File: src/hw/rtl/led_matrix_text_frame_encoder_macros.svh
// ----------------------------------------------------------------------------
// led matrix text frame encoder assertion macros
// shared concurrent assertion forms, clocked on clock, held off by reset
// ----------------------------------------------------------------------------
`ifndef LED_MATRIX_TEXT_FRAME_ENCODER_MACROS_SVH
`define LED_MATRIX_TEXT_FRAME_ENCODER_MACROS_SVH
`ifndef NO_ASSERTIONS
// property must hold at every edge outside reset
`define LMTFE_ASSERT(lbl, prop) \
   lbl: assert property (@(posedge clock) disable iff (reset) prop) \
      else $error("lmtfe property violated");
// condition must never be seen outside reset
`define LMTFE_NEVER(lbl, cond) \
   lbl: assert property (@(posedge clock) disable iff (reset) !(cond)) \
      else $error("lmtfe forbidden condition seen");
`else
`define LMTFE_ASSERT(lbl, prop)
`define LMTFE_NEVER(lbl, cond)
`endif
`endif

File: src/hw/rtl/lmtfe_pkg.sv
`timescale 1ns / 1ps
// ----------------------------------------------------------------------------
// lmtfe_pkg
// shared types, constants, font table and decimal place table
// ----------------------------------------------------------------------------
package lmtfe_pkg;

   localparam int ReqDataW   = 112;
   localparam int RspDataW   = 16;
   localparam int TextFields = 5;
   localparam int FrameCols  = 32;
   localparam int DecPlaces  = 19;

   // glyph indexes of the non-digit symbols
   localparam logic [3:0] GlyphDash  = 4'd10;
   localparam logic [3:0] GlyphDot   = 4'd11;
   localparam logic [3:0] GlyphKilo  = 4'd12;
   localparam logic [3:0] GlyphMega  = 4'd13;
   localparam logic [3:0] GlyphBil   = 4'd14;
   localparam logic [3:0] GlyphBlank = 4'd15;

   // register addresses and config indexes
   localparam logic [3:0] RegIntensity   = 4'd10;
   localparam logic [7:0] CsrModuleCount = 8'd0;
   localparam logic [7:0] CsrStartBright = 8'd1;

   typedef logic [4:0][7:0]  glyph_type;
   typedef logic [7:0][31:0] frame_type;
   typedef logic [TextFields-1:0][3:0] glyph_row_type;

   typedef struct packed {
      logic          done;
      logic [4:0]    count;
      glyph_row_type digits;
   } digit_res_type;

   typedef struct packed {
      logic [3:0] bright;
      logic [2:0] mods;
   } emit_job_type;

   // ascii code to glyph index, unknown codes draw blank
   function automatic logic [3:0] glyph_index(input logic [7:0] code);
      logic [3:0] g;
      unique case (code)
         8'h30: g = 4'd0;
         8'h31: g = 4'd1;
         8'h32: g = 4'd2;
         8'h33: g = 4'd3;
         8'h34: g = 4'd4;
         8'h35: g = 4'd5;
         8'h36: g = 4'd6;
         8'h37: g = 4'd7;
         8'h38: g = 4'd8;
         8'h39: g = 4'd9;
         8'h2D: g = GlyphDash;
         8'h2E: g = GlyphDot;
         8'h6B: g = GlyphKilo;
         8'h4D: g = GlyphMega;
         8'h42: g = GlyphBil;
         default: g = GlyphBlank;
      endcase
      return g;
   endfunction

   // font columns, element 0 is the leftmost column, bit 0 the top row
   function automatic glyph_type glyph_cols(input logic [3:0] idx);
      glyph_type c;
      unique case (idx)
         4'd0:  c = {8'h3E, 8'h45, 8'h49, 8'h51, 8'h3E};
         4'd1:  c = {8'h00, 8'h40, 8'h7F, 8'h42, 8'h00};
         4'd2:  c = {8'h46, 8'h49, 8'h49, 8'h49, 8'h72};
         4'd3:  c = {8'h31, 8'h4B, 8'h4D, 8'h41, 8'h21};
         4'd4:  c = {8'h10, 8'h7F, 8'h12, 8'h14, 8'h18};
         4'd5:  c = {8'h39, 8'h45, 8'h45, 8'h45, 8'h27};
         4'd6:  c = {8'h30, 8'h49, 8'h49, 8'h4A, 8'h3C};
         4'd7:  c = {8'h03, 8'h05, 8'h09, 8'h71, 8'h01};
         4'd8:  c = {8'h36, 8'h49, 8'h49, 8'h49, 8'h36};
         4'd9:  c = {8'h1E, 8'h29, 8'h49, 8'h49, 8'h06};
         4'd10: c = {8'h08, 8'h08, 8'h08, 8'h08, 8'h08};
         4'd11: c = {8'h00, 8'h00, 8'h60, 8'h60, 8'h00};
         4'd12: c = {8'h00, 8'h44, 8'h28, 8'h10, 8'h7F};
         4'd13: c = {8'h7F, 8'h02, 8'h04, 8'h02, 8'h7F};
         4'd14: c = {8'h36, 8'h49, 8'h49, 8'h49, 8'h7F};
         default: c = '0;
      endcase
      return c;
   endfunction

   // left column of centred text of the given length
   function automatic logic [4:0] text_x0(input logic [2:0] len);
      logic [4:0] x;
      unique case (len)
         3'd1: x = 5'd13;
         3'd2: x = 5'd10;
         3'd3: x = 5'd7;
         3'd4: x = 5'd4;
         3'd5: x = 5'd1;
         default: x = 5'd0;
      endcase
      return x;
   endfunction

   // power of ten of a decimal place
   function automatic logic [62:0] pow10(input logic [4:0] place);
      logic [62:0] p;
      unique case (place)
         5'd0:  p = 63'd1;
         5'd1:  p = 63'd10;
         5'd2:  p = 63'd100;
         5'd3:  p = 63'd1000;
         5'd4:  p = 63'd10000;
         5'd5:  p = 63'd100000;
         5'd6:  p = 63'd1000000;
         5'd7:  p = 63'd10000000;
         5'd8:  p = 63'd100000000;
         5'd9:  p = 63'd1000000000;
         5'd10: p = 63'd10000000000;
         5'd11: p = 63'd100000000000;
         5'd12: p = 63'd1000000000000;
         5'd13: p = 63'd10000000000000;
         5'd14: p = 63'd100000000000000;
         5'd15: p = 63'd1000000000000000;
         5'd16: p = 63'd10000000000000000;
         5'd17: p = 63'd100000000000000000;
         5'd18: p = 63'd1000000000000000000;
         default: p = 63'd0;
      endcase
      return p;
   endfunction

endpackage

File: src/hw/rtl/lmtfe_emit.sv
`timescale 1ns / 1ps
// ----------------------------------------------------------------------------
// lmtfe_emit
// register word sequencer: intensity words, then row words per module,
// highest module first, one word per cycle while rsp_tready allows, into an output register
// ----------------------------------------------------------------------------
`include "led_matrix_text_frame_encoder_macros.svh"
module lmtfe_emit
   import lmtfe_pkg::*;
(
   input  logic                clock,
   input  logic                reset,
   input  logic                load_valid,
   output logic                load_ready,
   input  frame_type           frame,
   input  emit_job_type        job,
   output logic                rsp_tvalid,
   input  logic                rsp_tready,
   output logic [RspDataW-1:0] rsp_tdata,  // register_address, register_data
   output logic                rsp_tuser,  // latch_end
   output logic                rsp_tlast
);

   logic       active_ff, active_in;
   logic       intens_ff, intens_in;
   logic [2:0] row_ff, row_in;
   logic [1:0] mod_ff, mod_in;
   logic [2:0] mods_ff;
   logic [3:0] bright_ff;
   frame_type  frame_ff;

   logic       valid_ff, valid_in;
   logic [3:0] addr_ff, addr_in;
   logic [7:0] data_ff, data_in;
   logic       latch_ff, latch_in;
   logic       last_ff, last_in;

   logic       adv;
   logic       load;
   logic [1:0] top_mod;
   logic [4:0] byte_hi;

   assign load_ready = !active_ff;
   assign load       = load_valid && load_ready;
   assign adv        = active_ff && (!valid_ff || rsp_tready);
   assign top_mod    = 2'(mods_ff - 3'd1);
   assign byte_hi    = 5'd31 - {mod_ff, 3'd0};

   // next word and counter advance
   always_comb begin
      active_in = active_ff;
      intens_in = intens_ff;
      row_in    = row_ff;
      mod_in    = mod_ff;
      valid_in  = valid_ff && !rsp_tready;
      addr_in   = addr_ff;
      data_in   = data_ff;
      latch_in  = latch_ff;
      last_in   = last_ff;
      if (load) begin
         active_in = 1'b1;
         intens_in = 1'b1;
         row_in    = '0;
         mod_in    = '0;
      end else if (adv) begin
         valid_in = 1'b1;
         if (intens_ff) begin
            addr_in  = RegIntensity;
            data_in  = {4'd0, bright_ff};
            latch_in = (mod_ff == top_mod);
            last_in  = 1'b0;
            if (mod_ff == top_mod) begin
               intens_in = 1'b0;
               mod_in    = top_mod;
            end else begin
               mod_in = mod_ff + 2'd1;
            end
         end else begin
            addr_in  = {1'b0, row_ff} + 4'd1;
            data_in  = frame_ff[row_ff][byte_hi -: 8];
            latch_in = (mod_ff == '0);
            last_in  = (mod_ff == '0) && (row_ff == 3'd7);
            if (mod_ff == '0) begin
               mod_in = top_mod;
               if (row_ff == 3'd7) begin
                  active_in = 1'b0;
               end else begin
                  row_in = row_ff + 3'd1;
               end
            end else begin
               mod_in = mod_ff - 2'd1;
            end
         end
      end
   end

   always_ff @(posedge clock) begin
      if (reset) begin
         active_ff <= 1'b0;
         valid_ff  <= 1'b0;
      end else begin
         active_ff <= active_in;
         valid_ff  <= valid_in;
      end
      intens_ff <= intens_in;
      row_ff    <= row_in;
      mod_ff    <= mod_in;
      addr_ff   <= addr_in;
      data_ff   <= data_in;
      latch_ff  <= latch_in;
      last_ff   <= last_in;
      if (load) begin
         frame_ff  <= frame;
         mods_ff   <= job.mods;
         bright_ff <= job.bright;
      end
   end

   assign rsp_tvalid = valid_ff;
   assign rsp_tdata  = {4'd0, data_ff, addr_ff};
   assign rsp_tuser  = latch_ff;
   assign rsp_tlast  = last_ff;

   // checks
   `LMTFE_ASSERT(a_last_latched, valid_ff && last_ff |-> latch_ff)
   `LMTFE_ASSERT(a_load_starts, load |=> active_ff && intens_ff)
   `LMTFE_ASSERT(a_mod_bound, active_ff |-> {1'b0, mod_ff} < mods_ff)
   `LMTFE_NEVER(a_bad_addr, valid_ff && addr_ff != RegIntensity && (addr_ff == 4'd0 || addr_ff > 4'd8))

endmodule

File: config.mk
export PLATFORM = sky130hd
export DESIGN_NAME = lmtfe_emit
export DESIGN_NICKNAME = d
export VERILOG_FILES = /design/src/hw/rtl/lmtfe_pkg.sv /design/src/hw/rtl/lmtfe_emit.sv
export VERILOG_INCLUDE_DIRS = /design/src /design/src/hw/rtl
export SDC_FILE = /design/constraint.sdc
export NUM_CORES = 1
export LEC_CHECK = 0
export ABC_AREA = 1
export ABC_CLOCK_PERIOD_IN_PS = 34100
export BUFFER_PORTS_ARGS = -buffer_cell sky130_fd_sc_hd__clkbuf_2
export CAP_MARGIN = 20
export CORE_ASPECT_RATIO = 2
export CORE_MARGIN = 2
export CORE_UTILIZATION = 59
export CTS_BUF_LIST = sky130_fd_sc_hd__clkbuf_4 sky130_fd_sc_hd__clkbuf_8
export CTS_CLUSTER_DIAMETER = 50
export DETAILED_ROUTE_END_ITERATION = 7
export GPL_TIMING_DRIVEN = 0
export PLACE_DENSITY_LB_ADDON = 0.05
export SYNTH_ARGS = -nofsm -noshare
export SYNTH_HDL_FRONTEND = slang
export SYNTH_SLANG_ARGS = --single-unit
File: constraint.sdc
create_clock -name clock -period 34.1 [get_ports clock]
set_clock_uncertainty 0.1 [all_clocks]
set_input_delay 10.23 -clock clock [delete_from_list [all_inputs] [get_ports clock]]
set_output_delay 10.23 -clock clock [all_outputs]
set_load 0.02 [all_outputs]
Word-level counts from Yosys, hierarchy flattened

Index checks and enable logic that the tools add are counted.

Bits of input ports: 267
Word-level logic and storage cells: 65
Flip-flop bits (word level): 284
Output and inout bits: 20

Magnitude comparators: 1
Shift-type cells: 1
Reduce and logical (&&, ||, !) cells: 15
Multiplexer cells: 16
Eq/ne operators: 3
Bitwise gates (word level): 3
$add $sub $neg: 6

Operators by type and width:

| operator              | number |
|---|---|
| $bmux W32 S3          | 1 |
| $shiftx A39 B6 Y8     | 1 |
| $mux W32              | 1 |
| $mux W1               | 10 |
| $reduce_and A4 Y1     | 2 |
| $mux W2               | 3 |
| $reduce_bool A2 Y1    | 3 |
| $sub A5 B5 Y5 const A | 1 |
| $add A3 B1 Y4 const B | 1 |
| $logic_and A1 B1 Y1   | 4 |
| $lt A3 B4 Y1 const B  | 1 |
| $mux W4               | 1 |
| $sub A2 B1 Y2 const B | 2 |
| $add A3 B1 Y3 const B | 1 |
| $eq A3 B3 Y1 const B  | 1 |
| $logic_not A1 Y1      | 3 |
| $not A1 Y1            | 3 |
| $add A2 B1 Y2 const B | 1 |
| $eq A2 B2 Y1          | 1 |
| $logic_not A2 Y1      | 1 |
| $ne A2 B1 Y1 const B  | 1 |
| $reduce_and A2 Y1     | 1 |
| $logic_or A1 B1 Y1    | 1 |

Logic depth before layout (Yosys ltp)

Depth in word-level cells: 6
Mapped depth: 11
Gate-level depth less buffers: 9

Worst setup path after synthesis

OpenSTA, ideal clock, no wires.

Path kind: input to register
From: input port load_valid
To: register mod_ff[0]
Required time: 33.863 ns
Setup slack: 10.904 ns
Library setup time: 0.137 ns
Arrival: 22.959 ns
Path buffers: 0
Stages on the path: 5
Cells stage by stage: inv_1 -> nor2_1 -> inv_1 -> o21ai_0 -> a21oi_1

Word-level cells in the longest chain between the ends: 1

Ends and longest elaborated chain:

| element              | RTL line          | RTL |
|---|---|---|
| start, declared      | lmtfe_emit.sv:13  | `input logic load_valid,` |
| $logic_and A1 B1 Y1  | lmtfe_emit.sv:44  | `assign load = load_valid && load_ready;` |
| end signal, assigned | lmtfe_emit.sv:107 | `mod_ff <= mod_in;` |
| end, declared        | lmtfe_emit.sv:27  | `logic [1:0] mod_ff, mod_in;` |

Every way passes these cells.
A chain may end at the register's enable or synchronous reset.

Worst setup path in the final report

From: register active_ff
To: output port load_ready

Word-level cells in the longest chain between the ends: 1

Ends and longest elaborated chain:

| element                | RTL line          | RTL |
|---|---|---|
| start, declared        | lmtfe_emit.sv:24  | `logic active_ff, active_in;` |
| start signal, assigned | lmtfe_emit.sv:102 | `active_ff <= active_in;` |
| $logic_not A1 Y1       | lmtfe_emit.sv:43  | `assign load_ready = !active_ff;` |
| end, declared          | lmtfe_emit.sv:14  | `output logic load_ready,` |

Every way passes these cells.

==> results.md <==
- CTS sink count: 284
- Clk_lat worst skew: 0.54 ns
- Status: finished, final reports clean
- CTS tree: built
- Reg-to-Reg End: row_ff[1]
- Remaining DRCs: 0
- Leak pwr: 0.00589 uW
- Cell Rows: 71
- Clk buf depth: 3
- WHS Endpoint: rsp_tvalid
- Kind of critical path: reg2out
- Slew HR: 0.463
- Worst stage delay on the critical path: 0.40 ns
- Resize count post-CTS: 0
- Setup repair bufs after CTS: 0
- Power per Cell Area: 55.0 mW/mm^2
- GRT Total Usage: 0.285
- Fin area: 0.0140 sq mm
- Launching point of the worst reg2reg path: mod_ff[0]
- Routed wire per std cell: 18.5 um
- Chip Width: 102 um
- Final weighted congestion in routability-driven placement: 0.856
- WHS: 0.388 ns
- Bufs and invs on worst path: 2
- Final setup TNS: 0 ns
- Syn Inst Count: 953
- Initial DRC Count: 466
- Endpoints failing setup: 0
- Via/cell ratio: 5.30
- Final hold vios: 0
- Worst Setup End Kind: output port
- Reg-to-reg slack, setup: 31.84 ns
- Max_cap viols: 0
- DP Area: 0.0133 sq mm
- Vias: 8323
- Die Span Y: 200 um
- Most frequent cells in the layout: nand2_1 (324), clkbuf_2 (281), edfxtp_1 (276), nand3_1 (182), clkbuf_8 (39)
- Max Freq: 86.8 MHz
- Reg2Reg Depth: 8
- Top Family by Delay on Critical Path: flip-flops
- Seq/Total Area, Yosys: 0.742
- Vias in the first global route: 8512
- Largest net degree at the start of global routing: 37
- # IOs: 287
- GRT overflow: 0
- Area growth, synth to finish: 22.8%
- Synth warn: 0
- DP Wirelength: 21.7 mm
- Drt first pass iters: 5
- Commonest non-fill, non-tap cell in the layout: nand2_1
- H-tree depth: 2
- Antenna violations before repair: 1
- CTS Buf Count: 39
- Post-synth top area share: 0.728
- Distinct cells, synth: 25
- DRT antenna net count: 0
- Hold wc startpoint: rsp_tvalid
- Final WL: 29.1 mm
- CP max-delay cell: dfxtp_1
- Nets: 1556
- Initial Util: 0.604
- Fin. max-slew vios: 0
- Clk pin slew, worst setup/hold paths: 0.07 ns
- Final Critical Period: 11.52 ns
- WP data required: 23.77 ns
- Yosys top cell by area: edfxtp_1
- Mean area per synthesized cell: 11.9 sq um
- Post-synthesis instance area: 0.0114 sq mm
- Worst-margin pin slew: 0.804 ns
- Total Die Area: 0.0205 sq mm
- Fillers: 1384
- PortBufs: 281
- Synth area leaders: edfxtp_1 (73%), nand2_1 (11%), nand3_1 (8.0%)
- Share of cells above drive strength 1: 0.298
- Core Area: 0.0188 sq mm
- First-pass GRT wire length: 43.1 mm
- Hold buffer count at CTS: 0
- Synth Register Bits: 284
- RSZ-0062 raised after global routing: no
- CP Data Arrival Time: 1.19 ns
- Tcrit/Tclk final: 0.338
- Root buf cell: clkbuf_8
- Peak VDD IR: 39.4 uV
- Crit start category: flop
- Cells on Worst Hold Path: 2
- CP max FO: 3
- Worst hold path type: reg2reg
- CP cell instances: inv_1, clkbuf_2
-- registers in the layout, summed over array words and instances, names as in the netlist --
name / cells
active_ff: 1
addr_ff: 4
bright_ff: 4
data_ff: 8
frame_ff: 256
intens_ff: 1
mod_ff: 2
mods_ff: 2
row_ff: 3
rsp_tlast: 1
rsp_tuser: 1
rsp_tvalid: 1
-- cells in the mapped netlist (all sizes together) --
library cell,n
a21boi,1
clkinv,2
nor2,29
a21oi,16
conb,1
o211ai,1
o21ai,28
nor3,1
clkbuf,9
xnor2,1
dfxtp,8
nand2,324
or2,1
o22ai,3
edfxtp,276
xor2,1
buf,48
nand3,182
inv,16
ha,4
a221oi,1
-- metal layers --
layer,vias to the layer above,share of wire,track usage
met5,-,0,0
met4,0,0.044,0.134
met3,64,0.084,0.0550
met2,379,0.54,0.526
met1,3881,0.33,0.302
li1,3999,-,-
-- stage by stage --
stage	std cells	setup slack, ns	power, uW	utilization
floorplan	956	10.90	493	-
global placement	1492	6.18	540	0.697
detailed placement	1499	22.10	535	0.704
CTS	1568	22.56	772	0.742
global route	1569	22.55	800	0.742
finish	1569	22.58	769	0.742
-- final cells by class --
class	count	area, sq um	area share
clock buffer	53	642	0.0459
tap	255	319	0.0228
inverter	18	67.6	0.00483
antenna	1	2.50	0.000179
buffer	57	287	0.0205
timing repair buffer	288	1550	0.111
clock inverter	16	67.6	0.00483
multi-input combinational	597	2600	0.186
sequential	284	8450	0.604
-- where the power goes --
part           total [uW]  switching, uW  internal (uW)
Clock                 241            119            122
Sequential            414           5.96            408
Combinational         114           74.5           39.7
Total                 769            200            570
-- tightest hold or removal path, delay by kind of cell (launching register included) --
family          cells  cell delay, ns
compound gates      1            0.06
simple gates        1            0.08
flops               1            0.31
-- worst max path at each step --
| stage | startpoint | endpoint | slack [ns] | depth (start not counted) |
|---|---|---|---|---|
| after floorplan | load_valid | mod_ff[0] | 10.90 | 5 |
| after global placement | load_valid | row_ff[2] | 6.18 | 6 |
| after detailed placement | load_valid | frame_ff[155] | 22.10 | 5 |
| after CTS | active_ff | load_ready | 22.56 | 2 |
| after global routing | active_ff | load_ready | 22.55 | 2 |
| final | active_ff | load_ready | 22.58 | 2 |
-- logic make-up after synthesis --
logic type | count (synthesis) | share of synthesized area
AOI/OAI and AO/OA | 50 | 0.0231
buffers and inverters | 75 | 0.0311
xor gates and xnor gates | 2 | 0.00154
and+or+nand+nor | 537 | 0.197
other | 1 | 0.000329
DFF | 284 | 0.742
adders and majority gates | 4 | 0.00440
Note: power is estimated with default switching activity, not from simulation.
