$ cat src/hw/rtl/led_matrix_text_frame_encoder_macros.svh
// ----------------------------------------------------------------------------
// led matrix text frame encoder assertion macros
// shared concurrent assertion forms, clocked on clock, held off by reset
// ----------------------------------------------------------------------------
`ifndef LED_MATRIX_TEXT_FRAME_ENCODER_MACROS_SVH
`define LED_MATRIX_TEXT_FRAME_ENCODER_MACROS_SVH
`ifndef NO_ASSERTIONS
// property must hold at every edge outside reset
`define LMTFE_ASSERT(lbl, prop) \
   lbl: assert property (@(posedge clock) disable iff (reset) prop) \
      else $error("lmtfe property violated");
// condition must never be seen outside reset
`define LMTFE_NEVER(lbl, cond) \
   lbl: assert property (@(posedge clock) disable iff (reset) !(cond)) \
      else $error("lmtfe forbidden condition seen");
`else
`define LMTFE_ASSERT(lbl, prop)
`define LMTFE_NEVER(lbl, cond)
`endif
`endif

$ cat src/hw/rtl/lmtfe_pkg.sv
`timescale 1ns / 1ps
// ----------------------------------------------------------------------------
// lmtfe_pkg
// shared types, constants, font table and decimal place table
// ----------------------------------------------------------------------------
package lmtfe_pkg;

   localparam int ReqDataW   = 112;
   localparam int RspDataW   = 16;
   localparam int TextFields = 5;
   localparam int FrameCols  = 32;
   localparam int DecPlaces  = 19;

   // glyph indexes of the non-digit symbols
   localparam logic [3:0] GlyphDash  = 4'd10;
   localparam logic [3:0] GlyphDot   = 4'd11;
   localparam logic [3:0] GlyphKilo  = 4'd12;
   localparam logic [3:0] GlyphMega  = 4'd13;
   localparam logic [3:0] GlyphBil   = 4'd14;
   localparam logic [3:0] GlyphBlank = 4'd15;

   // register addresses and config indexes
   localparam logic [3:0] RegIntensity   = 4'd10;
   localparam logic [7:0] CsrModuleCount = 8'd0;
   localparam logic [7:0] CsrStartBright = 8'd1;

   typedef logic [4:0][7:0]  glyph_type;
   typedef logic [7:0][31:0] frame_type;
   typedef logic [TextFields-1:0][3:0] glyph_row_type;

   typedef struct packed {
      logic          done;
      logic [4:0]    count;
      glyph_row_type digits;
   } digit_res_type;

   typedef struct packed {
      logic [3:0] bright;
      logic [2:0] mods;
   } emit_job_type;

   // ascii code to glyph index, unknown codes draw blank
   function automatic logic [3:0] glyph_index(input logic [7:0] code);
      logic [3:0] g;
      unique case (code)
         8'h30: g = 4'd0;
         8'h31: g = 4'd1;
         8'h32: g = 4'd2;
         8'h33: g = 4'd3;
         8'h34: g = 4'd4;
         8'h35: g = 4'd5;
         8'h36: g = 4'd6;
         8'h37: g = 4'd7;
         8'h38: g = 4'd8;
         8'h39: g = 4'd9;
         8'h2D: g = GlyphDash;
         8'h2E: g = GlyphDot;
         8'h6B: g = GlyphKilo;
         8'h4D: g = GlyphMega;
         8'h42: g = GlyphBil;
         default: g = GlyphBlank;
      endcase
      return g;
   endfunction

   // font columns, element 0 is the leftmost column, bit 0 the top row
   function automatic glyph_type glyph_cols(input logic [3:0] idx);
      glyph_type c;
      unique case (idx)
         4'd0:  c = {8'h3E, 8'h45, 8'h49, 8'h51, 8'h3E};
         4'd1:  c = {8'h00, 8'h40, 8'h7F, 8'h42, 8'h00};
         4'd2:  c = {8'h46, 8'h49, 8'h49, 8'h49, 8'h72};
         4'd3:  c = {8'h31, 8'h4B, 8'h4D, 8'h41, 8'h21};
         4'd4:  c = {8'h10, 8'h7F, 8'h12, 8'h14, 8'h18};
         4'd5:  c = {8'h39, 8'h45, 8'h45, 8'h45, 8'h27};
         4'd6:  c = {8'h30, 8'h49, 8'h49, 8'h4A, 8'h3C};
         4'd7:  c = {8'h03, 8'h05, 8'h09, 8'h71, 8'h01};
         4'd8:  c = {8'h36, 8'h49, 8'h49, 8'h49, 8'h36};
         4'd9:  c = {8'h1E, 8'h29, 8'h49, 8'h49, 8'h06};
         4'd10: c = {8'h08, 8'h08, 8'h08, 8'h08, 8'h08};
         4'd11: c = {8'h00, 8'h00, 8'h60, 8'h60, 8'h00};
         4'd12: c = {8'h00, 8'h44, 8'h28, 8'h10, 8'h7F};
         4'd13: c = {8'h7F, 8'h02, 8'h04, 8'h02, 8'h7F};
         4'd14: c = {8'h36, 8'h49, 8'h49, 8'h49, 8'h7F};
         default: c = '0;
      endcase
      return c;
   endfunction

   // left column of centred text of the given length
   function automatic logic [4:0] text_x0(input logic [2:0] len);
      logic [4:0] x;
      unique case (len)
         3'd1: x = 5'd13;
         3'd2: x = 5'd10;
         3'd3: x = 5'd7;
         3'd4: x = 5'd4;
         3'd5: x = 5'd1;
         default: x = 5'd0;
      endcase
      return x;
   endfunction

   // power of ten of a decimal place
   function automatic logic [62:0] pow10(input logic [4:0] place);
      logic [62:0] p;
      unique case (place)
         5'd0:  p = 63'd1;
         5'd1:  p = 63'd10;
         5'd2:  p = 63'd100;
         5'd3:  p = 63'd1000;
         5'd4:  p = 63'd10000;
         5'd5:  p = 63'd100000;
         5'd6:  p = 63'd1000000;
         5'd7:  p = 63'd10000000;
         5'd8:  p = 63'd100000000;
         5'd9:  p = 63'd1000000000;
         5'd10: p = 63'd10000000000;
         5'd11: p = 63'd100000000000;
         5'd12: p = 63'd1000000000000;
         5'd13: p = 63'd10000000000000;
         5'd14: p = 63'd100000000000000;
         5'd15: p = 63'd1000000000000000;
         5'd16: p = 63'd10000000000000000;
         5'd17: p = 63'd100000000000000000;
         5'd18: p = 63'd1000000000000000000;
         default: p = 63'd0;
      endcase
      return p;
   endfunction

endpackage

$ cat src/hw/rtl/lmtfe_lane.sv
`timescale 1ns / 1ps
// ----------------------------------------------------------------------------
// lmtfe_lane
// one character lane: places a glyph at its column of the centred text
// ----------------------------------------------------------------------------
module lmtfe_lane
   import lmtfe_pkg::*;
#(
   parameter int LANE = 0
)
(
   input  logic       active,
   input  logic [3:0] glyph,
   input  logic [2:0] text_len,
   output frame_type  rows
);

   localparam logic [4:0] LaneOffset = 5'(6 * LANE);

   glyph_type  cols;
   logic [4:0] base;

   assign cols = glyph_cols(glyph);
   assign base = text_x0(text_len) + LaneOffset;

   // row r: the five glyph bits shifted to the lane column, msb is column 0
   always_comb begin
      for (int r = 0; r < 8; r++) begin
         rows[r] = active ? ({cols[0][r], cols[1][r], cols[2][r], cols[3][r],
                              cols[4][r], 27'd0} >> base) : '0;
      end
   end

endmodule

$ cat config.mk
export PLATFORM = sky130hd
export DESIGN_NAME = lmtfe_lane
export DESIGN_NICKNAME = d
export VERILOG_FILES = /design/src/hw/rtl/led_matrix_text_frame_encoder_macros.svh /design/src/hw/rtl/lmtfe_pkg.sv /design/src/hw/rtl/lmtfe_lane.sv
export SDC_FILE = /design/constraint.sdc
export NUM_CORES = 1
export LEC_CHECK = 0
export ABC_AREA = 1
export BUFFER_PORTS_ARGS = -buffer_cell sky130_fd_sc_hd__buf_2
export CAP_MARGIN = 20
export CORE_MARGIN = 4
export CORE_UTILIZATION = 40
export DETAILED_ROUTE_END_ITERATION = 16
export PLACE_DENSITY = 0.8
export SYNTH_ARGS = -nofsm -noshare
export SYNTH_HDL_FRONTEND = slang
export SYNTH_SLANG_ARGS = --single-unit
export TNS_END_PERCENT = 10
$ cat constraint.sdc
create_clock -name vclk -period 1.37
set_input_delay 0.137 -clock vclk [all_inputs]
set_output_delay 0.137 -clock vclk [all_outputs]
set_load 0.01 [all_outputs]
**After elaboration in Yosys (flattened, before gate mapping)**

Memory sizes are Yosys's and may differ from the RTL's.
Cells that the tools add are included.

- Input bits: 8
- Memories: 1
- Flip-flop bits (word level): 0
- Memory bits (read-only): 560
- Output and inout bits: 256

- Shift operators: 8
- Muxes and demuxes: 9
- Equal/unequal tests: 5

Memories:

| memory | depth | width | read ports | clocked after memory_dff | write ports | RTL line | RTL |
|---|---|---|---|---|---|---|---|
| (name not given) | 16 | 35 | 1 | 0 | 0 | lmtfe_pkg.sv:69 | `unique case (idx)` |

Operators with widths:

| operator | number |
|---|---|
| $mux 32 | 8 |
| $shr 32x5->32 | 7 |
| $shr 32x5->32 const A | 1 |
| $pmux 4 s5 | 1 |
| $eq 3x2->1 const B | 2 |
| $eq 3x3->1 const B | 2 |
| $eq 3x1->1 const B | 1 |

**Longest topological paths before layout**

Gate-level depths: netlist of the first run.

- Depth in word-level cells: 4
- Mapped depth: 12
- Depth with buffers taken out: 12

**Worst setup path after synthesis of the first run**

OpenSTA, ideal clock, no wires.

- Path kind: input port to output port
- From: in text_len[2]
- To: out rows[12] (netlist bit)
- Slack: -0.216 ns
- Arrival time: 1.449 ns
- Buffers on the path: 2
- Stages: 9
- Cells stage by stage: inv_2 ha_1 nand2_2 nand2_2 buf_6 buf_6 nor2_1 nand2_1 nor3_1

RTL lines:

| item | RTL line | RTL |
|---|---|---|
| from (decl) | lmtfe_lane.sv:14 | `input logic [2:0] text_len,` |
| to (decl) | lmtfe_lane.sv:15 | `output frame_type rows` |

==> results of run 1 <==
[cell usage in the layout, fill, tap and decap left out, types with 4 or more instances in the layout]
cell type and count:
nor2_1 44, nor2_2 27, nand2_2 75, conb_1 116, nand2_4 11, nand3_4 5
inv_1 11, nor3_2 14, nand4_1 26, nor3_1 5, buf_6 22, o21ai_2 7
inv_2 6, nand2_1 213, nand3_2 37, nor2_4 48, buf_4 91, buf_2 134
nand3_1 99, buf_12 20, o21ai_1 4
[power groups by stage]
stage / combinational [uW] / clock, uW / sequential [uW]
finish: 2860 / 0 / 0
global route: 3100 / 0 / 0
CTS: 2520 / 0 / 0
detailed placement: 2360 / 0 / 0
global placement: 2340 / 0 / 0
floorplan: 1780 / 0 / 0
[worst paths after layout]
check / to / slack [ns] / depth (start not counted)
min: rows[53] / 0.93 / 7
max: rows[109] / -0.43 / 13
[cell type report]
| class | count | area, sq um | area share (%) |
|---|---|---|---|
| Multi-Input combinational cell | 756 | 4380 | 64.6 |
| Timing Repair Buffer | 273 | 2120 | 31.3 |
| Tap cell | 133 | 166 | 2.46 |
| Inverter | 23 | 109 | 1.61 |
[routing by layer]
layer | global-route usage, % | part of all wire (%)
met1 | 30.0 | 37
met2 | 46.4 | 51
met3 | 2.55 | 8.9
met4 | 5.95 | 2.7
met5 | 0 | 0
[per-stage QoR]
step | instance area, sq um | TNS (ns) | hold slack, ns | instances | util, %
3_3_place_gp | 5810 | -58.86 | 0.905 | 1174 | 59.2
6_report | 6780 | -47.72 | 0.925 | 1185 | 69.0
2_1_floorplan | 5020 | -7.11 | 0.647 | 956 | -
5_1_grt | 6780 | -60.89 | 0.979 | 1185 | 69.0
4_1_cts | 6160 | -44.42 | 0.846 | 1177 | 62.8
3_5_place_dp | 5810 | -61.74 | 0.917 | 1174 | 59.2
[timing repair]
item,4_1_cts,5_1_grt
buffers inserted,3,4
setup endpoints to repair,140,140
hold endpoints to repair,0,0
resized for setup,92,127
pin swaps,22,21
cloned,0,4
[kinds of logic (layout without fill, tap and decap cells)]
kind of cell / count (synthesis) / count (layout) / synth area share, %
buffers and inverters: 200 / 296 / 30.8
AND/OR/NAND/NOR: 614 / 614 / 64.2
other: 1 / 116 / 0.0923
AO/OA/AOI/OAI: 18 / 18 / 2.37
adder cells (fa/ha/maj): 8 / 8 / 2.46
==> metrics.yaml, run 1 <==
power:
  ir_drop_uv: 270
  power.internal_uw: 1060
  power_uw: 2860
  p_per_area_nw_per_um2: 423
  p_clk_share_pct: 0
  p_leak_uw: 0.00370
  netSwitchingFraction_pct: 63.1
  p_sw_uw: 1810
  comb_power_share_pct: 100.0
  seq_power_share_pct: 0
setup_path:
  arrival_ns: 1.66
  critPathCaptureType: "output pin"
  crit_path_cell_trace: "buf_8 -> clkinvlp_4 -> ha_4 -> inv_2 -> nand2_1 -> nand2_1 -> nand2_1 -> nand2_2 -> nand2_2 -> nand3_2 -> buf_4 -> nor3_4 -> buf_2"
  crit_path_start_kind: "input port"
  crit_required_ns: 1.23
  crit_slowest_cell: "ha_4"
  worstPathMaxFanout: 5
  path_buf_inv: 5
  slowest_delay_ns: 0.35
  crit_family: "buffers and inverters"
  crit_type: "input port to output pin"
  crit_top_cell: "nand2_1"
  crit_start: "glyph[0]"
run_status:
  status: "complete, but fails checks"
  violations: "setup timing"
finish:
  synthToLayoutAreaGrowth_pct: 66.9
  clkbuf_count: 0
  final-seq-area_sq_um: 0
  insertedDiodeCount: 0
  seq_cells: 0
  drive_gt1_share_pct: 49.8
  n_fill_cell: 840
  fin_nets: 1070
synthesis:
  synth_most_common_cell: "nand2_1"
  synth_area_per_cell_sq_um: 4.83
  ys_types: 26
  synth_common_cells: "nand2_1 (296), nand3_1 (141), buf_4 (116), nor2_1 (116), nand4_1 (26)"
  yosysSeqAreaShare_pct: 0
  ys_top_cells_by_area: "nand2_1 (27%), buf_4 (21%), nand3_1 (17%), nor2_1 (11%), nand4_1 (4.0%)"
  synth_top_cell_by_area: "nand2_1"
  yosys_warnings: 0
  synth_top_area_share_pct: 27.4
  syn_inst: 841
  synth_area_sq_um: 4060
global_route:
  grt_pass1_vias: 5252
  antenna_found_initial: 0
  grt_max_degree: 61
  grt_first_pass_wirelength_um: 24500
  grt_use_total_pct: 24.7
  overflow: 0
routing:
  first_pass_iters: 6
  drc: 0
  drt_iter0_markers: 379
  drt-total-wl_um: 17600
  wl_per_cell_um: 14.9
  ant_nets: 0
  vias: 6053
  routed_via_density: 5.11
die:
  die-area_sq_um: 11800
  core_area_sq_um: 9820
  io_pins: 264
  die_x_um: 109
  rows: 36
  die_h_um: 109
  initial_core_util_pct: 41.4
timing:
  postLayoutSetupSlackWorst_ns: -0.428
  rsz0062_at_grt: "yes"
  post-route-min-period_ns: 1.80
  maxSlewViolCount: 0
  setup_violations: 140
  fin_crit_sh_pct: 131
  hold_violations: 0
  max_freq_mhz: 556
placed_design:
  port_buffers: 148
  gp_congestion: 0.987
  pre_cts_slack_ns: -0.571
  dp_hpwl_um: 12700
clock_network:
  hold_buffers: 0
run:
  maxCapViolCount: 0
hold_path:
  hold_class: "input port to output pin"
  hp-start: "active"
Note: power is estimated with default switching activity, not from simulation.
==> run 2, diff against run 1 <==
--- a/config.mk
+++ b/config.mk
@@ -8,9 +8,11 @@
 export ABC_AREA = 1
 export BUFFER_PORTS_ARGS = -buffer_cell sky130_fd_sc_hd__buf_2
 export CAP_MARGIN = 20
+export CORE_ASPECT_RATIO = 1.5
 export CORE_MARGIN = 4
 export CORE_UTILIZATION = 40
 export DETAILED_ROUTE_END_ITERATION = 16
+export GPL_TIMING_DRIVEN = 0
 export PLACE_DENSITY = 0.8
 export SYNTH_ARGS = -nofsm -noshare
 export SYNTH_HDL_FRONTEND = slang
==> run 2 against run 1 <==
Net effect:
- the run still ends with setup timing left
- worst setup slack worse by 0.16 ns
- first-iteration DRC count rose by 93%
- critical path depth did not move
- sequential cell count unchanged
- worst hold slack worse by 0.021 ns
- via count up 13%
- combinational power grew 18%
- utilization increased by 9.0 points
- die area grew 0.28%
- non-clock buffer count rose by 79
- maximum frequency fell by 8.4%
- cell count increased by 5.1%
==> metrics.yaml, run 2 (synthesis results as in run 1) <==
finish:
  layout_commonest_cell: "nand2_1"
  clkbuf_count: 0
  insertedDiodeCount: 0
  n_fill_cell: 797
  final_cell_mix: "nand2_1 (176), buf_4 (150), buf_2 (134)"
  instances_no_fill: 1246
  drive_gt1_share_pct: 57.8
  final-seq-area_sq_um: 0
  seq_cells: 0
  fin_nets: 1149
  final_area_sq_um: 7640
  synthToLayoutAreaGrowth_pct: 88.2
die:
  rows: 44
  core_area_sq_um: 9800
  die_x_um: 90.3
  io_pins: 264
  die-area_sq_um: 11900
  initial_core_util_pct: 41.4
  die_h_um: 131
setup_path:
  crit_required_ns: 1.23
  crit_path_start_kind: "input port"
  crit_slowest_cell: "ha_4"
  crit_family: "buffers and inverters"
  crit_type: "input port to output pin"
  arrival_ns: 1.83
  crit_path_cell_trace: "buf_8 -> clkinvlp_4 -> ha_4 -> inv_4 -> nand2_1 -> nand2_1 -> nand2_2 -> nand2_4 -> nand2_4 -> nand3_4 -> buf_4 -> nor3_2 -> buf_2"
  critPathCaptureType: "output pin"
  slowest_delay_ns: 0.34
  worstPathMaxFanout: 8
  path_buf_inv: 5
global_route:
  overflow: 0
  grt_use_total_pct: 36.6
  antenna_found_initial: 0
  grt_max_degree: 11
  grt_first_pass_wirelength_um: 35300
  grt_pass1_vias: 6640
timing:
  max_freq_mhz: 510
  hold_violations: 0
  postLayoutSetupSlackWorst_ns: -0.593
  fin_crit_sh_pct: 143
  relSlewSlack_pct: 63.7
  post-route-min-period_ns: 1.96
  tightest_slew_ns: 0.544
  maxSlewViolCount: 0
  hold_slack_ns: 0.904
  setup_violations: 140
  rsz0062_at_grt: "yes"
routing:
  drt_iter0_markers: 730
  drt-total-wl_um: 23800
  ant_nets: 0
  drc: 0
  routed_via_density: 5.49
  vias: 6846
  first_pass_iters: 6
  wl_per_cell_um: 19.1
run:
  maxCapViolCount: 0
placed_design:
  gp_congestion: 1.03
  dpl_cell_area_sq_um: 5900
  dp_hpwl_um: 17200
  dp_cells: 1218
  port_buffers: 147
  pre_cts_slack_ns: -0.994
power:
  ir_drop_uv: 323
  p_per_area_nw_per_um2: 441
  power_uw: 3370
  p_leak_uw: 0.00421
clock_network:
  hold_buffers: 0
hold_path:
  hold_class: "input port to output pin"
run_status:
  violations: "setup timing"
  status: "complete, but fails checks"
## run 2: tightest hold or removal path: stages
cell and delay [ns]:
buf_2 0.09, and2_4 0.14, buf_8 0.15, nand2_1 0.08
o21ai_2 0.05, buf_2 0.13
## run 2: worst paths after layout
check | to | startpoint | cells after the start | slack, ns
worst max-delay path | rows[190] | glyph[1] | 13 | -0.59
worst min-delay path | rows[54] | active | 6 | 0.90
## run 2: cell type report
cell class / count / area (sq um) / area share, %
inverter: 23 / 109 / 1.42
multi-input combinational: 756 / 4710 / 61.6
buffer: 176 / 1500 / 19.6
tap: 115 / 144 / 1.88
timing repair buffer: 176 / 1180 / 15.4
## run 2: layer usage
metal / share of wire, % / track usage, % / vias to the layer above
li1: - / - / 3050
met1: 32 / 36.9 / 3020
met2: 49 / 65.6 / 606
met3: 12 / 8.92 / 170
met4: 7.7 / 25.1 / 0
met5: 0 / 0 / -
## run 2: where the power goes
group / leakage [uW] / total [uW] / internal [uW] / switching [uW]
combinational: 0.00421 / 3370 / 1230 / 2130
clock: 0 / 0 / 0 / 0
sequential: 0 / 0 / 0 / 0
## run 2: stage by stage
step,utilization (%),TNS [ns]
global placement,60.3,-103.57
finish,78.0,-59.35
detailed placement,60.3,-104.49
CTS,74.1,-52.82
floorplan,-,-7.11
global route,78.0,-68.45
## run 2: what timing repair did
item,CTS,global route
cloned,3,0
pin swaps,73,33
endpoints found under the setup margin,140,140
hold endpoints to repair,0,0
resized for setup,306,89
buffers inserted,22,4
