File: config.mk
export PLATFORM = sky130hd
export DESIGN_NAME = lmtfe_digits
export DESIGN_NICKNAME = d
export VERILOG_FILES = /design/src/hw/rtl/led_matrix_text_frame_encoder_macros.svh /design/src/hw/rtl/lmtfe_pkg.sv /design/src/hw/rtl/lmtfe_digits.sv
export SDC_FILE = /design/constraint.sdc
export NUM_CORES = 2
export LEC_CHECK = 0
export BUFFER_PORTS_ARGS = -buffer_cell sky130_fd_sc_hd__buf_2
export CORE_MARGIN = 1
export CORE_UTILIZATION = 50
export DETAILED_ROUTE_END_ITERATION = 12
export GPL_TIMING_DRIVEN = 0
export HOLD_SLACK_MARGIN = 0.02
export PLACE_DENSITY = 0.68
export SETUP_SLACK_MARGIN = 0.5
export SLEW_MARGIN = 15
export SYNTH_ARGS = -nofsm -noshare
export SYNTH_HDL_FRONTEND = slang
export SYNTH_SLANG_ARGS = --single-unit
File: constraint.sdc
create_clock -name clock -period 9.55 [get_ports clock]
set_clock_uncertainty 0.2 [all_clocks]
set_input_delay 2.865 -clock clock [delete_from_list [all_inputs] [get_ports clock]]
set_output_delay 2.865 -clock clock [all_outputs]
set_load 0.02 [all_outputs]
File: src/hw/rtl/led_matrix_text_frame_encoder_macros.svh
// ----------------------------------------------------------------------------
// led matrix text frame encoder assertion macros
// shared concurrent assertion forms, clocked on clock, held off by reset
// ----------------------------------------------------------------------------
`ifndef LED_MATRIX_TEXT_FRAME_ENCODER_MACROS_SVH
`define LED_MATRIX_TEXT_FRAME_ENCODER_MACROS_SVH
`ifndef NO_ASSERTIONS
// property must hold at every edge outside reset
`define LMTFE_ASSERT(lbl, prop) \
   lbl: assert property (@(posedge clock) disable iff (reset) prop) \
      else $error("lmtfe property violated");
// condition must never be seen outside reset
`define LMTFE_NEVER(lbl, cond) \
   lbl: assert property (@(posedge clock) disable iff (reset) !(cond)) \
      else $error("lmtfe forbidden condition seen");
`else
`define LMTFE_ASSERT(lbl, prop)
`define LMTFE_NEVER(lbl, cond)
`endif
`endif

File: src/hw/rtl/lmtfe_pkg.sv
`timescale 1ns / 1ps
// ----------------------------------------------------------------------------
// lmtfe_pkg
// shared types, constants, font table and decimal place table
// ----------------------------------------------------------------------------
package lmtfe_pkg;

   localparam int ReqDataW   = 112;
   localparam int RspDataW   = 16;
   localparam int TextFields = 5;
   localparam int FrameCols  = 32;
   localparam int DecPlaces  = 19;

   // glyph indexes of the non-digit symbols
   localparam logic [3:0] GlyphDash  = 4'd10;
   localparam logic [3:0] GlyphDot   = 4'd11;
   localparam logic [3:0] GlyphKilo  = 4'd12;
   localparam logic [3:0] GlyphMega  = 4'd13;
   localparam logic [3:0] GlyphBil   = 4'd14;
   localparam logic [3:0] GlyphBlank = 4'd15;

   // register addresses and config indexes
   localparam logic [3:0] RegIntensity   = 4'd10;
   localparam logic [7:0] CsrModuleCount = 8'd0;
   localparam logic [7:0] CsrStartBright = 8'd1;

   typedef logic [4:0][7:0]  glyph_type;
   typedef logic [7:0][31:0] frame_type;
   typedef logic [TextFields-1:0][3:0] glyph_row_type;

   typedef struct packed {
      logic          done;
      logic [4:0]    count;
      glyph_row_type digits;
   } digit_res_type;

   typedef struct packed {
      logic [3:0] bright;
      logic [2:0] mods;
   } emit_job_type;

   // ascii code to glyph index, unknown codes draw blank
   function automatic logic [3:0] glyph_index(input logic [7:0] code);
      logic [3:0] g;
      unique case (code)
         8'h30: g = 4'd0;
         8'h31: g = 4'd1;
         8'h32: g = 4'd2;
         8'h33: g = 4'd3;
         8'h34: g = 4'd4;
         8'h35: g = 4'd5;
         8'h36: g = 4'd6;
         8'h37: g = 4'd7;
         8'h38: g = 4'd8;
         8'h39: g = 4'd9;
         8'h2D: g = GlyphDash;
         8'h2E: g = GlyphDot;
         8'h6B: g = GlyphKilo;
         8'h4D: g = GlyphMega;
         8'h42: g = GlyphBil;
         default: g = GlyphBlank;
      endcase
      return g;
   endfunction

   // font columns, element 0 is the leftmost column, bit 0 the top row
   function automatic glyph_type glyph_cols(input logic [3:0] idx);
      glyph_type c;
      unique case (idx)
         4'd0:  c = {8'h3E, 8'h45, 8'h49, 8'h51, 8'h3E};
         4'd1:  c = {8'h00, 8'h40, 8'h7F, 8'h42, 8'h00};
         4'd2:  c = {8'h46, 8'h49, 8'h49, 8'h49, 8'h72};
         4'd3:  c = {8'h31, 8'h4B, 8'h4D, 8'h41, 8'h21};
         4'd4:  c = {8'h10, 8'h7F, 8'h12, 8'h14, 8'h18};
         4'd5:  c = {8'h39, 8'h45, 8'h45, 8'h45, 8'h27};
         4'd6:  c = {8'h30, 8'h49, 8'h49, 8'h4A, 8'h3C};
         4'd7:  c = {8'h03, 8'h05, 8'h09, 8'h71, 8'h01};
         4'd8:  c = {8'h36, 8'h49, 8'h49, 8'h49, 8'h36};
         4'd9:  c = {8'h1E, 8'h29, 8'h49, 8'h49, 8'h06};
         4'd10: c = {8'h08, 8'h08, 8'h08, 8'h08, 8'h08};
         4'd11: c = {8'h00, 8'h00, 8'h60, 8'h60, 8'h00};
         4'd12: c = {8'h00, 8'h44, 8'h28, 8'h10, 8'h7F};
         4'd13: c = {8'h7F, 8'h02, 8'h04, 8'h02, 8'h7F};
         4'd14: c = {8'h36, 8'h49, 8'h49, 8'h49, 8'h7F};
         default: c = '0;
      endcase
      return c;
   endfunction

   // left column of centred text of the given length
   function automatic logic [4:0] text_x0(input logic [2:0] len);
      logic [4:0] x;
      unique case (len)
         3'd1: x = 5'd13;
         3'd2: x = 5'd10;
         3'd3: x = 5'd7;
         3'd4: x = 5'd4;
         3'd5: x = 5'd1;
         default: x = 5'd0;
      endcase
      return x;
   endfunction

   // power of ten of a decimal place
   function automatic logic [62:0] pow10(input logic [4:0] place);
      logic [62:0] p;
      unique case (place)
         5'd0:  p = 63'd1;
         5'd1:  p = 63'd10;
         5'd2:  p = 63'd100;
         5'd3:  p = 63'd1000;
         5'd4:  p = 63'd10000;
         5'd5:  p = 63'd100000;
         5'd6:  p = 63'd1000000;
         5'd7:  p = 63'd10000000;
         5'd8:  p = 63'd100000000;
         5'd9:  p = 63'd1000000000;
         5'd10: p = 63'd10000000000;
         5'd11: p = 63'd100000000000;
         5'd12: p = 63'd1000000000000;
         5'd13: p = 63'd10000000000000;
         5'd14: p = 63'd100000000000000;
         5'd15: p = 63'd1000000000000000;
         5'd16: p = 63'd10000000000000000;
         5'd17: p = 63'd100000000000000000;
         5'd18: p = 63'd1000000000000000000;
         default: p = 63'd0;
      endcase
      return p;
   endfunction

endpackage

File: src/hw/rtl/lmtfe_digits.sv
`timescale 1ns / 1ps
// ----------------------------------------------------------------------------
// lmtfe_digits
// decimal digit extractor, one place per cycle from the top, keeps the
// five leading significant digits and the significant digit count
// ----------------------------------------------------------------------------
module lmtfe_digits
   import lmtfe_pkg::*;
(
   input  logic          clock,
   input  logic          reset,
   input  logic          start,
   input  logic [62:0]   value,
   input  logic          ack,
   output logic          busy,
   output digit_res_type res
);

   logic          busy_ff, busy_in;
   logic          done_ff, done_in;
   logic [62:0]   rem_ff, rem_in;
   logic [4:0]    place_ff, place_in;
   logic [4:0]    count_ff, count_in;
   glyph_row_type top_ff, top_in;

   logic [62:0]      pw;
   logic [9:1][62:0] mult;
   logic [9:1][63:0] diff;
   logic [3:0]       digit;
   logic [62:0]      rem_next;

   // multiples of the current place value, compared in parallel
   assign pw = pow10(place_ff);
   for (genvar j = 1; j <= 9; j++) begin : g_mult
      assign mult[j] = 63'(pw * 63'(j));
      assign diff[j] = {1'b0, rem_ff} - {1'b0, mult[j]};
   end

   // digit is the largest multiple that fits
   always_comb begin
      digit    = '0;
      rem_next = rem_ff;
      for (int j = 1; j <= 9; j++) begin
         if (!diff[j][63]) begin
            digit    = 4'(j);
            rem_next = diff[j][62:0];
         end
      end
   end

   // sequencing and leading digit capture
   always_comb begin
      busy_in  = busy_ff;
      done_in  = done_ff && !ack;
      rem_in   = rem_ff;
      place_in = place_ff;
      count_in = count_ff;
      top_in   = top_ff;
      if (start) begin
         busy_in  = 1'b1;
         rem_in   = value;
         place_in = 5'(DecPlaces - 1);
         count_in = '0;
      end else if (busy_ff) begin
         rem_in   = rem_next;
         place_in = place_ff - 5'd1;
         // the ones place always counts so that zero shows as one digit
         if (count_ff != '0 || digit != '0 || place_ff == '0) begin
            if (count_ff < 5'(TextFields)) begin
               top_in[count_ff[2:0]] = digit;
            end
            count_in = count_ff + 5'd1;
         end
         if (place_ff == '0) begin
            busy_in = 1'b0;
            done_in = 1'b1;
         end
      end
   end

   always_ff @(posedge clock) begin
      if (reset) begin
         busy_ff <= 1'b0;
         done_ff <= 1'b0;
      end else begin
         busy_ff <= busy_in;
         done_ff <= done_in;
      end
      rem_ff   <= rem_in;
      place_ff <= place_in;
      count_ff <= count_in;
      top_ff   <= top_in;
   end

   assign busy       = busy_ff;
   assign res.done   = done_ff;
   assign res.count  = count_ff;
   assign res.digits = top_ff;

endmodule

-- After elaboration in Yosys (flattened, before gate mapping)
Memories as Yosys holds them, arrays and structs flattened. A register that Yosys moved wholly into a read port is not among the register bits.
Cells that the tools add are included.
- bitwise gates (word level): 1
- order comparisons: 3
- $mul: 5
- muxes and demuxes: 31
- eq/ne operators: 1
- reductions and logical operators: 12
- $add $sub $neg: 11
- operators with widths (cell ; number):
    63-bit two-way mux ; 11
    63-bit by 63-bit subtractor with 64-bit output ; 9
    63-bit by 3-bit multiplier with 63-bit output, second input constant ; 2
    63-bit by 2-bit multiplier with 62-bit output, second input constant ; 1
    63-bit by 2-bit multiplier with 63-bit output, second input constant ; 1
    63-bit by 4-bit multiplier with 63-bit output, second input constant ; 1
    4-bit two-way mux ; 9
    20-bit bitwise mux ; 1
    4-bit demux with 3-bit select ; 1
    5-bit two-way mux ; 2
    10-bit inequality test, second input constant ; 1
    1-bit two-way mux ; 7
    5-bit by 1-bit adder with 5-bit output, second input constant ; 1
    5-bit zero test ; 1
    5-bit by 3-bit less-than comparator with 1-bit output, second input constant ; 1
    5-bit nonzero test ; 1
    5-bit by 1-bit subtractor with 5-bit output, second input constant ; 1
    3-bit by 4-bit less-than comparator with 1-bit output, second input constant ; 1
    2-bit AND reduction ; 2
    4-bit AND reduction ; 1
    4-bit nonzero test ; 1
    3-bit by 1-bit greater-or-equal comparator with 1-bit output, second input constant ; 1
    1-bit logical AND ; 2
    1-bit logical OR ; 2
    other kinds (3) ; 3
- output and inout bits: 27
- logic and storage cells: 75
- flip-flop bits (word level): 95
- memories: 1
- bits in read-only memories: 1792
- memory list (memory ; words ; bits a word ; rd ports ; clocked after Yosys merged registers in ; write ports ; RTL line ; text):
    (no name shown) ; 32 ; 56 ; 1 ; 1 ; 0 ; lmtfe_pkg.sv:107 ; unique case (place)

-- Depth between registers and ports, before layout
- word-level depth: 14
- mapped depth: 41

-- Worst setup path before layout
Ideal clock, no wire load.
- kind: reg-to-reg
- from: reg, netlist name pw[1]
- to: reg rem_ff[10], enable pin
- buffers on the path: 1
- library setup time: 0.523 ns
- data arrival time: 8.318 ns
- stages on the path, launching flop included: 40
- path slack: 0.509 ns
- clock period less this slack: 9.041 ns
- data required time: 8.827 ns
- cell sequence: dfxtp_1 -> fa_1 -> ha_1 -> a21o_1 -> a21oi_1 -> o21bai_1 -> a21oi_1 -> o21bai_1 -> a21oi_1 -> o21ai_0 -> o41ai_1 -> o31ai_1 -> o211ai_1 -> o211ai_1 -> a21oi_1 -> o31ai_1 -> a21oi_1 -> or2_2 -> [... 4 more ...] -> inv_1 -> o21bai_1 -> a21oi_1 -> o21bai_1 -> a21o_1 -> a21o_1 -> a221o_1 -> a31oi_2 -> o21a_1 -> o31a_1 -> nor2b_1 -> a221oi_4 -> nand2_2 -> nor2_2 -> buf_2 -> nand3_1 -> a21oi_1 -> inv_1
- word-level cells in the longest chain between the ends: 4
- elaborated cells on any way between the ends: 16
- those cells by class: add/sub: 9; mul: 5; eq/ne: 1; reduce/logical: 1
- ends and longest elaborated chain (what ; RTL line ; text):
    63-bit by 2-bit multiplier with 63-bit output (tied with other cells) ; lmtfe_digits.sv:35 ; assign mult[j] = 63'(pw * 63'(j));
    63-bit by 63-bit subtractor with 64-bit output ; lmtfe_digits.sv:36 ; assign diff[j] = {1'b0, rem_ff} - {1'b0, mult[j]};
    10-bit inequality test (no source line) (*) ; -- ;
    2-bit AND reduction (no source line) (*) ; -- ;
    to (signal assigned) ; lmtfe_digits.sv:89 ; rem_ff <= rem_in;
    to (decl) ; lmtfe_digits.sv:21 ; logic [62:0] rem_ff, rem_in;
Mark *: on every way between the ends. The rest lies on a longest branch, timed or not.
A chain may end at the register's enable or synchronous reset.

-- Worst setup path in the final report
- from: reg rem_ff[3]
- to: reg rem_ff[61] (data pin)
- word-level cells in the longest chain between the ends: 12
- elaborated cells on any way between the ends: 20
- those cells by class: add/sub: 9; mux: 11
- ends and longest elaborated chain (what ; RTL line ; text):
    63-bit by 63-bit subtractor with 64-bit output ; lmtfe_digits.sv:36 ;
    63-bit two-way mux (8 in series) ; lmtfe_digits.sv:44 ; if (!diff[j][63]) begin
    63-bit two-way mux (*) ; lmtfe_digits.sv:44 ;
    63-bit two-way mux (*) ; lmtfe_digits.sv:64 ; end else if (busy_ff) begin
    63-bit two-way mux (*) ; lmtfe_digits.sv:59 ; if (start) begin
    via rem_in[61] ; lmtfe_digits.sv:21 ;
Mark *: on every way through the listed nets, which the timed path passes. The rest lies on a longest branch. The select of a mux whose other input is x is not followed.

==> out/qor.yml <==
crit_chain: "inv_1 -> ha_1 -> fa_1 -> nor2b_1 -> o21ai_0 -> nand2b_1 -> a2111oi_0 -> o21ai_0 -> a21oi_2 -> nor4_1 -> o31ai_1 -> a21oi_1 -> o21ai_1 -> a31oi_1 -> a221o_1 -> clkbuf_1 -> clkbuf_2 -> nor2_2 -> o21ai_0 -> a21oi_2 -> o21ai_1 -> o211ai_1"
rsz0062_at_grt: "true"
hpwl_um: 205000
dpl_cell_area_mm2: 0.0513
crit_fanout: 10
dieArea_mm2: 0.0989
ant_nets: 0
hold_start: "done_ff"
synth_fp_nets: 7531
ys_seq_area_frac: 0.0769
via_per_inst: 7.12
fin_crit_sh: 1.00
grt_pass1_vias: 51406
outcome: "complete, but fails checks"
cap_violations: 0
synth_ff_type: "edfxtp_1"
syn_area_mm2: 0.0488
post_drt_wl_per_cell_um: 32.9
yosysMostFrequentCell: "ha_1"
yosys-top-cells-count: "794 x ha_1, 776 x a21oi_1, 479 x nand2_1, 462 x o21ai_0, 447 x a21o_1"
ys_warn_count: 0
gp_congestion: 1.10
overflow: 0
port_buffers: 93
cts.clk_slew.worst_paths_ns: 0.09
initial_core_util: 0.505
avgSynthCellArea_um2: 7.39
vias: 58464
clk_latency_ns: 0.58
max_freq_ghz: 0.104
synth_area_leader_cell: "ha_1"
finalNonFillerCells: 8215
drt_iter0_drc: 8782
max_stage_delay_ns: 1.11
die_w_um: 315
worstHoldEndpoint: "done_ff"
routed_wl_um: 271000
period_minus_slack_ns: 9.59
rows: 114
dpl.cell_count: 7994
drc: 0
numCtsBuffers: 17
path_class: "reg -> reg"
fin_nets: 7823
io_pins: 94
syn_to_final_growth_pct: 15.3
grt_max_degree: 20
r2r_start: "rem_ff[3]"
synthCells: 6609
cp-end-kind: "flop"
maxSlewViolCount: 0
synthTopCellsByArea: "ha_1 20%, a21oi_1 8.0%, xnor2_1 7.4%, a21o_1 6.9%, edfxtp_1 5.1%"
synth_top_area_share: 0.203
dieHeight_um: 315
drive_gt1_frac: 0.111
cts_tree: "yes"
ys_seq_elements: 146
cts_buffer_depth: 2
r2r_cells: 22
hold_depth: 2
fill_cells: 9215
regToRegSetupSlack_ns: -0.04
setup_violations: 1
hold_path.class: "reg -> reg"
finalHoldViolations: 0
violations: "negative setup slack"
cp_slowest_cell: "clkbuf_1"
synthDistinctLibCells: 118
core_area_mm2: 0.0967
worstSetupStartpointType: "flop"
root_buffer: "clkbuf_16"
setup_tns_ns: -0.0393
cp_common_cell: "o21ai_0"
grt_pass1_wl_um: 368000
async_flop_share: 0
htreeDepth: 4
slew_headroom: 0.0184
worst_pin_slew_ns: 1.47
fin_ws_ns: -0.0393
reg2reg_to: "rem_ff[61]"
fin_area_mm2: 0.0563
synth_edf_count: 83
drt_first_pass_iters: 7
ctsHoldBuffers: 0
arrival_ns: 9.69
crit_required_ns: 9.65
grt_antenna_before_repair: 20
grt_usage: 0.519
clkSinkCount: 146
post-route-util: 0.582
-- sequential cells by signal, indices dropped and copies added (netlist names) --
signal    cells
res          20
busy          1
pw           51
done_ff       1
count_ff      5
place_ff      5
rem_ff       63
-- cells in the final DEF, fill, tap and decap left out, types with 37 or more instances in the layout --
cell / instances
nor2_1: 421
a21o_1: 446
inv_1: 272
buf_12: 37
clkbuf_1: 117
a21oi_1: 732
buf_2: 107
nor3_1: 123
o211ai_1: 78
fa_1: 60
a211oi_1: 85
xnor2_1: 411
a21oi_2: 38
o21ai_1: 46
nand3_1: 116
edfxtp_1: 83
or3_1: 46
o21ai_0: 430
nand2b_1: 128
buf_4: 113
a31oi_1: 72
dfxtp_1: 44
xor2_1: 258
ha_1: 787
nand2_1: 465
nand4_1: 83
and3_1: 87
nor2b_1: 86
o21a_1: 88
o21bai_1: 110
and2_1: 41
-- cell type report --
class | count | area (µm²) | share of cell area
Clock buffer | 18 | 439 | 0.00780
Tap cell | 1276 | 1600 | 0.0283
Antenna cell | 25 | 62.6 | 0.00111
Clock inverter | 14 | 140 | 0.00249
Timing Repair Buffer | 271 | 2520 | 0.0448
Multi-Input combinational cell | 5974 | 45300 | 0.804
Timing Repair inverter | 1 | 20.0 | 0.000355
Inverter | 276 | 1070 | 0.0190
Sequential cell | 146 | 3800 | 0.0674
Buffer | 214 | 1420 | 0.0252
-- worst max-delay path by stage --
stage	startpoint	endpoint	slack [ns]	depth (start not counted)
6_report	rem_ff[3]	rem_ff[61]	-0.04	22
4_1_cts	pw[3]	rem_ff[32]	0.50	42
3_3_place_gp	pw[3]	rem_ff[7]	-5.09	38
3_5_place_dp	pw[3]	rem_ff[39]	-3.72	40
5_1_grt	pw[3]	rem_ff[35]	0.08	42
2_1_floorplan	pw[1]	rem_ff[10]	0.51	39
-- through the flow --
step	setup slack (ns)	hold WS [ns]
2_1_floorplan	0.509	0.254
3_3_place_gp	-5.09	0.275
3_5_place_dp	-3.72	0.289
4_1_cts	0.500	0.310
5_1_grt	0.0779	0.348
6_report	-0.0393	0.308
-- repair_timing --
action | CTS | global route
resized for setup | 369 | 272
setup buffers | 85 | 67
pin swaps | 78 | 136
cloned | 5 | 7
setup endpoints to repair | 165 | 165
-- per-layer routing --
layer  wire (µm)  global-route usage  part of all wire  up-vias
li1            -                   -                 -    25391
met1      103000               0.662              0.38    27499
met2      101000               0.694              0.37     4478
met3       42900               0.228              0.16     1078
met4       23100               0.353             0.085       18
met5         407             0.00242            0.0015        -
-- logic make-up after synthesis --
| kind of cell | count (synthesis) | synth area share |
|---|---|---|
| AOI/OAI and AO/OA | 2632 | 0.350 |
| muxes | 14 | 0.00305 |
| DFF | 146 | 0.0769 |
| buffers and inverters | 490 | 0.0389 |
| and+or+nand+nor | 1774 | 0.177 |
| xor gates and xnor gates | 680 | 0.122 |
| adders and majority gates | 873 | 0.232 |
-- worst max-delay path, delay by kind of cell (launching register included) --
family	cells	cell delay, ns
flops	1	0.66
simple gates	4	1.12
buf+inv	3	2.26
fa+ha+maj	2	0.72
compound gates	13	4.31
Power is left out: the tool's default activity adds up to more than one toggle a clock period on the data nets, which glitch-free logic cannot reach.
